`config.mk`:
```
export PLATFORM = sky130hd
export DESIGN_NAME = rip_packet_parse_validate
export DESIGN_NICKNAME = d
export VERILOG_FILES = /design/src/rtl/core/rpv_pkg.sv /design/src/rtl/core/rip_packet_parse_validate.sv /design/src/rtl/core/rpv_in_stage.sv /design/src/rtl/core/rpv_parser.sv /design/src/rtl/core/rpv_out_stage.sv
export VERILOG_INCLUDE_DIRS = /design/src /design/src/rtl/core
export SDC_FILE = /design/constraint.sdc
export NUM_CORES = 1
export LEC_CHECK = 0
export BUFFER_PORTS_ARGS = -buffer_cell sky130_fd_sc_hd__buf_4
export CAP_MARGIN = 10
export CORE_MARGIN = 4
export CORE_UTILIZATION = 40
export CTS_CLUSTER_DIAMETER = 60
export CTS_CLUSTER_SIZE = 14
export DETAILED_ROUTE_END_ITERATION = 16
export SYNTH_ARGS = -nofsm -noshare
export SYNTH_HDL_FRONTEND = slang
export SYNTH_HIERARCHICAL = 1
export SYNTH_SLANG_ARGS = --single-unit
```
`constraint.sdc`:
```
create_clock -name i_clk -period 46.4 [get_ports i_clk]
set_input_delay 4.64 -clock i_clk [delete_from_list [all_inputs] [get_ports i_clk]]
set_output_delay 4.64 -clock i_clk [all_outputs]
set_load 0.05 [all_outputs]
```
`src/rtl/core/rip_packet_parse_validate_assert.svh`:
```
// Assertion macros for the RIPv2 packet parser
`ifndef RIP_PACKET_PARSE_VALIDATE_ASSERT_SVH
`define RIP_PACKET_PARSE_VALIDATE_ASSERT_SVH
`ifndef NO_ASSERTIONS
`define RPV_ASSERT_IMPL(lbl, clk, rstn, ante, cons) \
    lbl: assert property (@(posedge clk) disable iff (!rstn) (ante) |-> (cons)) \
        else $error("%m: implication check failed");
`define RPV_ASSERT_NEXT(lbl, clk, rstn, ante, cons) \
    lbl: assert property (@(posedge clk) disable iff (!rstn) (ante) |=> (cons)) \
        else $error("%m: next-cycle check failed");
`else
`define RPV_ASSERT_IMPL(lbl, clk, rstn, ante, cons)
`define RPV_ASSERT_NEXT(lbl, clk, rstn, ante, cons)
`endif
`endif

```
`src/rtl/core/rpv_pkg.sv`:
```
// Shared types and constants for the RIPv2 packet parser
package rpv_pkg;

    typedef enum logic [3:0] {
        ERR_NONE     = 4'd0,
        ERR_LENGTH   = 4'd1,
        ERR_COMMAND  = 4'd2,
        ERR_VERSION  = 4'd3,
        ERR_ZERO     = 4'd4,
        ERR_FAMILY   = 4'd5,
        ERR_TAG      = 4'd6,
        ERR_MASK     = 4'd7,
        ERR_METRIC   = 4'd8,
        ERR_TOO_MANY = 4'd9
    } t_err;

    localparam logic KIND_ROUTE   = 1'b0;
    localparam logic KIND_VERDICT = 1'b1;

    typedef struct packed {
        logic [7:0] byte_value;
        logic       last_byte;
    } t_beat;

    typedef struct packed {
        logic        result_kind;
        logic [4:0]  entry_index;
        logic [31:0] route_address;
        logic [31:0] route_mask;
        logic [31:0] next_hop;
        logic [31:0] route_metric;
        logic        packet_ok;
        logic [7:0]  rip_command;
        logic [4:0]  entry_total;
        t_err        error_code;
    } t_result;

endpackage

```
`src/rtl/core/rip_packet_parse_validate.sv`:
```
// Top level: RIPv2 packet byte parser and validator.
// Bytes pass the input register, parse stage and output register; 1 byte per cycle while i_stall is low.
// The rate is set by the parse stage, which updates the per-packet state once per byte.
// Reset: synchronous active-low i_rst_n clears both stages and the packet state at once.
`include "rip_packet_parse_validate_assert.svh"
module rip_packet_parse_validate #(
    parameter int MAX_ENTRIES = 25
) (
    input  logic        i_clk,
    input  logic        i_rst_n,
    input  logic        i_valid,
    output logic        o_stall,
    input  logic [7:0]  i_byte_value,
    input  logic        i_last_byte,
    output logic        o_valid,
    input  logic        i_stall,
    output logic        o_result_kind,
    output logic [4:0]  o_entry_index,
    output logic [31:0] o_route_address,
    output logic [31:0] o_route_mask,
    output logic [31:0] o_next_hop,
    output logic [31:0] o_route_metric,
    output logic        o_packet_ok,
    output logic [7:0]  o_rip_command,
    output logic [4:0]  o_entry_total,
    output logic [3:0]  o_error_code
);

    rpv_pkg::t_beat   beat;
    rpv_pkg::t_result parse_result, out_result;
    logic             beat_valid, out_free, take, has_result;

    assign take = beat_valid && out_free;

    rpv_in_stage u_in (
        .i_clk        (i_clk),
        .i_rst_n      (i_rst_n),
        .i_valid      (i_valid),
        .i_byte_value (i_byte_value),
        .i_last_byte  (i_last_byte),
        .i_take       (take),
        .o_stall      (o_stall),
        .o_beat_valid (beat_valid),
        .o_beat       (beat)
    );

    rpv_parser #(
        .MAX_ENTRIES (MAX_ENTRIES)
    ) u_parser (
        .i_clk        (i_clk),
        .i_rst_n      (i_rst_n),
        .i_fire       (take),
        .i_beat       (beat),
        .o_has_result (has_result),
        .o_result     (parse_result)
    );

    rpv_out_stage u_out (
        .i_clk    (i_clk),
        .i_rst_n  (i_rst_n),
        .i_load   (take && has_result),
        .i_result (parse_result),
        .i_stall  (i_stall),
        .o_free   (out_free),
        .o_valid  (o_valid),
        .o_result (out_result)
    );

    assign o_result_kind   = out_result.result_kind;
    assign o_entry_index   = out_result.entry_index;
    assign o_route_address = out_result.route_address;
    assign o_route_mask    = out_result.route_mask;
    assign o_next_hop      = out_result.next_hop;
    assign o_route_metric  = out_result.route_metric;
    assign o_packet_ok     = out_result.packet_ok;
    assign o_rip_command   = out_result.rip_command;
    assign o_entry_total   = out_result.entry_total;
    assign o_error_code    = out_result.error_code;

    `RPV_ASSERT_IMPL(a_verdict_ok, i_clk, i_rst_n, o_valid && o_result_kind == rpv_pkg::KIND_VERDICT, o_packet_ok == (o_error_code == rpv_pkg::ERR_NONE))
    `RPV_ASSERT_IMPL(a_route_clean, i_clk, i_rst_n, o_valid && o_result_kind == rpv_pkg::KIND_ROUTE, !o_packet_ok && o_error_code == rpv_pkg::ERR_NONE)
    `RPV_ASSERT_IMPL(a_stall_cause, i_clk, i_rst_n, o_stall, beat_valid && o_valid && i_stall)
    `RPV_ASSERT_NEXT(a_take_drains, i_clk, i_rst_n, take && !(i_valid && !o_stall), !beat_valid)

endmodule

```
`src/rtl/core/rpv_in_stage.sv`:
```
// Input register stage: holds one byte beat for the parse stage
module rpv_in_stage (
    input  logic           i_clk,
    input  logic           i_rst_n,
    input  logic           i_valid,
    input  logic [7:0]     i_byte_value,
    input  logic           i_last_byte,
    input  logic           i_take,
    output logic           o_stall,
    output logic           o_beat_valid,
    output rpv_pkg::t_beat o_beat
);

    logic           r_valid;
    rpv_pkg::t_beat r_beat;
    logic           n_load;

    assign o_stall      = r_valid && !i_take;
    assign n_load       = i_valid && !o_stall;
    assign o_beat_valid = r_valid;
    assign o_beat       = r_beat;

    always_ff @(posedge i_clk) begin
        if (!i_rst_n) begin
            r_valid <= 1'b0;
        end else if (n_load) begin
            r_valid <= 1'b1;
        end else if (i_take) begin
            r_valid <= 1'b0;
        end
    end

    always_ff @(posedge i_clk) begin
        if (n_load) begin
            r_beat.byte_value <= i_byte_value;
            r_beat.last_byte  <= i_last_byte;
        end
    end

endmodule

```
`src/rtl/core/rpv_parser.sv`:
```
// Parse stage: per-packet state, header and entry checks, result forming
module rpv_parser #(
    parameter int MAX_ENTRIES = 25
) (
    input  logic             i_clk,
    input  logic             i_rst_n,
    input  logic             i_fire,
    input  rpv_pkg::t_beat   i_beat,
    output logic             o_has_result,
    output rpv_pkg::t_result o_result
);

    localparam int ED_W = $clog2(MAX_ENTRIES + 1);
    localparam int CNT_W = 12;
    localparam logic [29:0] DIV5_RECIP = 30'd52429;
    localparam logic [7:0] CMD_REQUEST = 8'd1;
    localparam logic [7:0] CMD_RESPONSE = 8'd2;
    localparam logic [7:0] RIP_VERSION = 8'd2;
    localparam logic [15:0] FAMILY_INET = 16'd2;
    localparam logic [15:0] UDP_BYTES = 16'd8;
    localparam logic [15:0] RIP_HDR_TAIL = 16'd12;
    localparam logic [4:0] OFF_FAMILY = 5'd3;
    localparam logic [4:0] OFF_ADDR = 5'd7;
    localparam logic [4:0] OFF_MASK = 5'd11;
    localparam logic [4:0] OFF_HOP = 5'd15;
    localparam logic [4:0] OFF_LAST = 5'd19;
    localparam logic [31:0] METRIC_MAX = 32'd16;

    logic [15:0]       r_pos, n_pos;
    logic [15:0]       r_total, n_total;
    logic [5:0]        r_header, n_header;
    logic [7:0]        r_cmd, n_cmd;
    logic [4:0]        r_off, n_off;
    logic [ED_W-1:0]   r_done, n_done;
    logic [31:0]       r_shift, n_shift;
    rpv_pkg::t_err     r_err, n_err;
    logic [31:0]       r_addr, r_mask, r_hop;
    logic              n_addr_we, n_mask_we, n_hop_we;

    logic [15:0]       tot_now, need, diff, rip, received_lo;
    logic [5:0]        hdr_now;
    logic [29:0]       prod;
    logic [CNT_W-1:0]  count;
    logic [31:0]       word, swapped, inv;
    logic [15:0]       fam;
    logic              have_entry, short_pkt;
    logic [16:0]       received;
    rpv_pkg::t_err     code;

    function automatic rpv_pkg::t_err note(input rpv_pkg::t_err cur,
                                           input rpv_pkg::t_err nxt);
        return (cur == rpv_pkg::ERR_NONE) ? nxt : cur;
    endfunction

    function automatic logic [31:0] swap32(input logic [31:0] w);
        return {w[7:0], w[15:8], w[23:16], w[31:24]};
    endfunction

    // entries implied by total length: (total - hdr - 12) / 20
    always_comb begin
        hdr_now = (r_pos == 16'd0) ? {i_beat.byte_value[3:0], 2'b00} : r_header;
        if (r_pos == 16'd2) begin
            tot_now = {i_beat.byte_value, r_total[7:0]};
        end else if (r_pos == 16'd3) begin
            tot_now = {r_total[15:8], i_beat.byte_value};
        end else begin
            tot_now = r_total;
        end
        need = 16'(hdr_now) + RIP_HDR_TAIL;
        diff = tot_now - need;
        prod = 30'(diff[15:2]) * DIV5_RECIP;
        count = (tot_now < need) ? '0 : prod[29:18];
    end

    always_comb begin
        n_pos      = r_pos;
        n_total    = tot_now;
        n_header   = hdr_now;
        n_cmd      = r_cmd;
        n_off      = r_off;
        n_done     = r_done;
        n_shift    = r_shift;
        n_err      = r_err;
        n_addr_we  = 1'b0;
        n_mask_we  = 1'b0;
        n_hop_we   = 1'b0;
        have_entry = 1'b0;
        rip        = 16'(r_header) + UDP_BYTES;
        word       = r_shift | (32'(i_beat.byte_value) << {r_off[1:0], 3'b000});
        swapped    = swap32(word);
        inv        = ~swapped;
        fam        = {word[7:0], word[15:8]};

        if (r_pos > 16'd3 && r_pos >= rip) begin
            if (r_pos == rip) begin
                n_cmd = i_beat.byte_value;
                if (i_beat.byte_value != CMD_REQUEST && i_beat.byte_value != CMD_RESPONSE) begin
                    n_err = note(n_err, rpv_pkg::ERR_COMMAND);
                end
            end else if (r_pos == rip + 16'd1) begin
                if (i_beat.byte_value != RIP_VERSION) begin
                    n_err = note(n_err, rpv_pkg::ERR_VERSION);
                end
            end else if (r_pos == rip + 16'd2) begin
                if (i_beat.byte_value != 8'd0) begin
                    n_err = note(n_err, rpv_pkg::ERR_ZERO);
                end
            end else if (r_pos == rip + 16'd3) begin
                if (i_beat.byte_value != 8'd0) begin
                    n_err = note(n_err, rpv_pkg::ERR_ZERO);
                end
                if (32'(count) > 32'(MAX_ENTRIES)) begin
                    n_err = note(n_err, rpv_pkg::ERR_TOO_MANY);
                end
            end else if (32'(r_done) < 32'(count) && 32'(r_done) < 32'(MAX_ENTRIES)) begin
                n_shift = word;
                if (r_off[1:0] == 2'b11) begin
                    n_shift = '0;
                    priority if (r_off == OFF_FAMILY) begin
                        if (!((r_cmd == CMD_REQUEST && fam == 16'd0) ||
                              (r_cmd == CMD_RESPONSE && fam == FAMILY_INET))) begin
                            n_err = note(n_err, rpv_pkg::ERR_FAMILY);
                        end
                        if (word[31:16] != 16'd0) begin
                            n_err = note(n_err, rpv_pkg::ERR_TAG);
                        end
                    end else if (r_off == OFF_ADDR) begin
                        n_addr_we = 1'b1;
                    end else if (r_off == OFF_MASK) begin
                        n_mask_we = 1'b1;
                        if ((inv & (inv + 32'd1)) != 32'd0) begin
                            n_err = note(n_err, rpv_pkg::ERR_MASK);
                        end
                    end else if (r_off == OFF_HOP) begin
                        n_hop_we = 1'b1;
                    end else begin
                        if (swapped < 32'd1 || swapped > METRIC_MAX) begin
                            n_err = note(n_err, rpv_pkg::ERR_METRIC);
                        end
                        n_done     = r_done + ED_W'(1);
                        have_entry = (n_err == rpv_pkg::ERR_NONE);
                    end
                end
                n_off = (r_off >= OFF_LAST) ? 5'd0 : r_off + 5'd1;
            end
        end

        received    = {1'b0, r_pos} + 17'd1;
        received_lo = rip + 16'd3;
        short_pkt   = (r_pos < received_lo) || ({1'b0, n_total} > received);
        code        = short_pkt ? rpv_pkg::ERR_LENGTH : n_err;

        o_result.result_kind   = i_beat.last_byte ? rpv_pkg::KIND_VERDICT
                                                  : rpv_pkg::KIND_ROUTE;
        o_result.entry_index   = i_beat.last_byte ? 5'(n_done) : 5'(r_done);
        o_result.route_address = have_entry ? r_addr : '0;
        o_result.route_mask    = have_entry ? r_mask : '0;
        o_result.next_hop      = have_entry ? r_hop : '0;
        o_result.route_metric  = have_entry ? word : '0;
        o_result.packet_ok     = i_beat.last_byte && (code == rpv_pkg::ERR_NONE);
        o_result.rip_command   = n_cmd;
        o_result.entry_total   = (count > CNT_W'(31)) ? 5'd31 : count[4:0];
        o_result.error_code    = i_beat.last_byte ? code : rpv_pkg::ERR_NONE;
        o_has_result           = i_beat.last_byte || have_entry;

        if (i_beat.last_byte) begin
            n_pos    = '0;
            n_total  = '0;
            n_header = '0;
            n_cmd    = '0;
            n_off    = '0;
            n_done   = '0;
            n_shift  = '0;
            n_err    = rpv_pkg::ERR_NONE;
        end else if (r_pos != 16'hffff) begin
            n_pos = r_pos + 16'd1;
        end
    end

    always_ff @(posedge i_clk) begin
        if (!i_rst_n) begin
            r_pos    <= '0;
            r_total  <= '0;
            r_header <= '0;
            r_cmd    <= '0;
            r_off    <= '0;
            r_done   <= '0;
            r_shift  <= '0;
            r_err    <= rpv_pkg::ERR_NONE;
        end else if (i_fire) begin
            r_pos    <= n_pos;
            r_total  <= n_total;
            r_header <= n_header;
            r_cmd    <= n_cmd;
            r_off    <= n_off;
            r_done   <= n_done;
            r_shift  <= n_shift;
            r_err    <= n_err;
        end
    end

    // held words are always rewritten within an entry before use
    always_ff @(posedge i_clk) begin
        if (i_fire && n_addr_we) begin
            r_addr <= word;
        end
        if (i_fire && n_mask_we) begin
            r_mask <= word;
        end
        if (i_fire && n_hop_we) begin
            r_hop <= word;
        end
    end

endmodule

```
`src/rtl/core/rpv_out_stage.sv`:
```
// Output register stage: holds one result beat until taken
module rpv_out_stage (
    input  logic             i_clk,
    input  logic             i_rst_n,
    input  logic             i_load,
    input  rpv_pkg::t_result i_result,
    input  logic             i_stall,
    output logic             o_free,
    output logic             o_valid,
    output rpv_pkg::t_result o_result
);

    logic             r_valid;
    rpv_pkg::t_result r_result;

    assign o_free   = !r_valid || !i_stall;
    assign o_valid  = r_valid;
    assign o_result = r_result;

    always_ff @(posedge i_clk) begin
        if (!i_rst_n) begin
            r_valid <= 1'b0;
        end else if (o_free) begin
            r_valid <= i_load;
        end
    end

    always_ff @(posedge i_clk) begin
        if (o_free && i_load) begin
            r_result <= i_result;
        end
    end

endmodule
```
==> flow_summary.ini <==
[routing]
drc = 0
viasPerCell = 5.211
dr.pass1.iters = 5
drt_iter0_drc = 974
wl_per_cell_um = 18.48
wl_met1_um = 21860
ant_nets = 0
wl_met3_um = 2291
totalWireLength_um = 50040
num_vias = 14110
topRoutingLayerUsed = met4
met2_length_um = 24530

[global_routing]
grt_overflow = 0
grt_pass1_vias = 13990
grt_max_degree = 103
grt_usage_pct = 18.20
grt_pass1_wl_um = 78420
antenna_found_initial = 0

[synthesis]
synthArstFlopShare_pct = 0
avgSynthCellArea_um2 = 10.90
syn_area_um2 = 20210
synth_edf_count = 257
synth.largest_area_cell = edfxtp_1
ys_types = 83
synth_top_area_share_pct = 38.18
synth.ff_latch_count = 351
syn_inst = 1854
yosysWarnings = 6
ys_top_cells_by_area = edfxtp_1, ha_1, dfxtp_1
ys_seq_area_share_pct = 47.50
synth_ff_type = edfxtp_1

[worst_setup_path]
crit_type = flip-flop to flip-flop
slowest_stage = and3_4
cp_top_family = simple AND/OR/NAND/NOR gates
rr_worst_depth = 46
crit_path_max_incr_delay_ns = 0.80
cp.required_ns = 46.56
end_kind = flip-flop
timing.rr.start = u_parser/r_pos[12]$_SDFFE_PN0P_
critical_path.max_fanout = 102
path_buf_inv = 6
cpMostUsedCell = fa_1
timing.rr.end = u_out/o_result[105]$_DFFE_PP_
r2r_slack_ns = 31.38
cp.depth = 46
worstSetupStartpointType = flip-flop
cp.arrival_ns = 15.18

[sta]
drv_slew = 0
slew_headroom_pct = 24.61
timing.final.crit_period_ns = 15.02
period_share_pct = 32.37
rsz0062_at_grt = no
worst_pin_slew_ns = 1.129
fin_worst_skew_ns = 0.03540
finalSetupViolCount = 0
finalHoldViolations = 0
timing.hold.ws_ns = 0.4996
finalSetupTns_ns = 0
fmax_ghz = 0.06658

[clock_network]
clk_latency_ns = 0.56
clk_pin_slew_worst_paths_ns = 0.06
cts_setup_buffers = 0
cts.sinks = 351
cts_root_buffer = clkbuf_16
cts_resized = 0
htree_levels = 2
clockBufferDepth = 3
cts_hold_buf = 0
tritoncts = built
cts_made_buffers = 36

[cells_and_area]
design_area_um2 = 23130
fin_cells = 2708
final_cell_mix = edfxtp_1, buf_4, nor2_1, inv_1, ha_1
layout_commonest_cell = edfxtp_1
drive_gt1_share_pct = 14.15
fin_nets = 2231
syn_to_final_growth_pct = 14.43

[place]
postPlaceCellArea_um2 = 21980
io_buffers = 166
dp.final_hpwl_um = 37340
dp_cells = 2640
gp_congestion = 0.8885

[hold_path]
hp-start = u_parser/r_shift[6]$_SDFFE_PN0P_
hold_end = u_parser/r_shift[6]$_SDFFE_PN0P_
hp-class = flip-flop to flip-flop
hold-path-cell-count = 2

[floorplan]
dieHeight_um = 232.8
num_rows = 82
dieArea_um2 = 54190
placeableCoreArea_um2 = 50070
start_util_pct = 40.37
fp.dieW_um = 232.8
pin_count = 167

[run]
cap_violations = 0

[outcome]
status = completed
how the worst max path moves through the flow:
stage,to,slack (ns),from
detailed placement,u_out/o_result[141]$_DFFE_PP_,31.38,u_parser/r_pos[12]$_SDFFE_PN0P_
global placement,u_out/o_result[105]$_DFFE_PP_,31.81,u_parser/r_pos[12]$_SDFFE_PN0P_
finish,u_out/o_result[105]$_DFFE_PP_,31.38,u_parser/r_pos[12]$_SDFFE_PN0P_
CTS,u_out/o_result[105]$_DFFE_PP_,31.36,u_parser/r_pos[12]$_SDFFE_PN0P_
global route,u_out/o_result[105]$_DFFE_PP_,30.19,u_parser/r_pos[2]$_SDFFE_PN0P_
floorplan,u_out/o_result[0]$_DFFE_PP_,31.83,u_parser/r_pos[2]$_SDFFE_PN0P_
flip-flops by register name (all words and copies together), names as in the netlist, 9 cells and up:
signal / count
u_out/o_result: 152
u_parser/r_addr: 32
u_parser/r_hop: 32
u_parser/r_mask: 32
u_parser/r_shift: 32
u_parser/r_pos: 16
u_parser/r_total: 16
u_in/o_beat: 9
layer usage:
| metal | vias to the layer above | GRT usage, % |
|---|---|---|
| li1 | 6834 | - |
| met1 | 6833 | 23.62 |
| met2 | 361 | 31.52 |
| met3 | 83 | 2.510 |
| met4 | 0 | 5.790 |
| met5 | - | 0 |
tightest hold or removal path, cell delays in order, from the launching register on:
cell and delay [ns]:
dfxtp_1 0.33, mux2i_1 0.06, nor2_1 0.07
final cells by class:
class | count | area [um2]
Timing Repair Buffer | 185 | 1386
Tap cell | 672 | 840.8
Fill cell | 4679 | 26940
Sequential cell | 351 | 9599
Multi-Input combinational cell | 1273 | 9555
Clock buffer | 50 | 963.4
Clock inverter | 16 | 178.9
Inverter | 160 | 600.6
Antenna cell | 1 | 2.502
cells in the mapped netlist, types with 28 or more instances:
library cell,instances
a21oi_1,88
nor2b_1,28
mux2i_1,45
fa_1,53
dfxtp_1,94
buf_4,31
clkbuf_1,51
nor2_1,182
and2_1,115
ha_1,158
nand2_1,80
nor3_1,31
inv_1,159
nand3_1,30
xnor2_1,45
edfxtp_1,257
o21ai_0,46
cell families (layout without fill, tap and decap cells):
kind of cell,count (synthesis),count (layout),synth area share [%]
AOI/OAI and AO/OA,305,305,10.13
xor gates and xnor gates,59,59,2.557
adders and majority gates,211,211,15.03
buffers and inverters,256,411,5.788
DFF,351,351,47.50
muxes,61,61,3.133
other,1,28,0.01855
and+or+nand+nor,610,610,15.85
metrics by stage:
stage | setup WS (ns) | util, %
after floorplan | 31.83 | -
after global placement | 31.81 | 43.89
after detailed placement | 31.38 | 43.89
after CTS | 31.36 | 46.18
after global routing | 30.19 | 46.19
final | 31.38 | 46.19
Power is left out: the tool's default activity adds up to more than one toggle a clock period on the data nets, which glitch-free logic cannot reach.
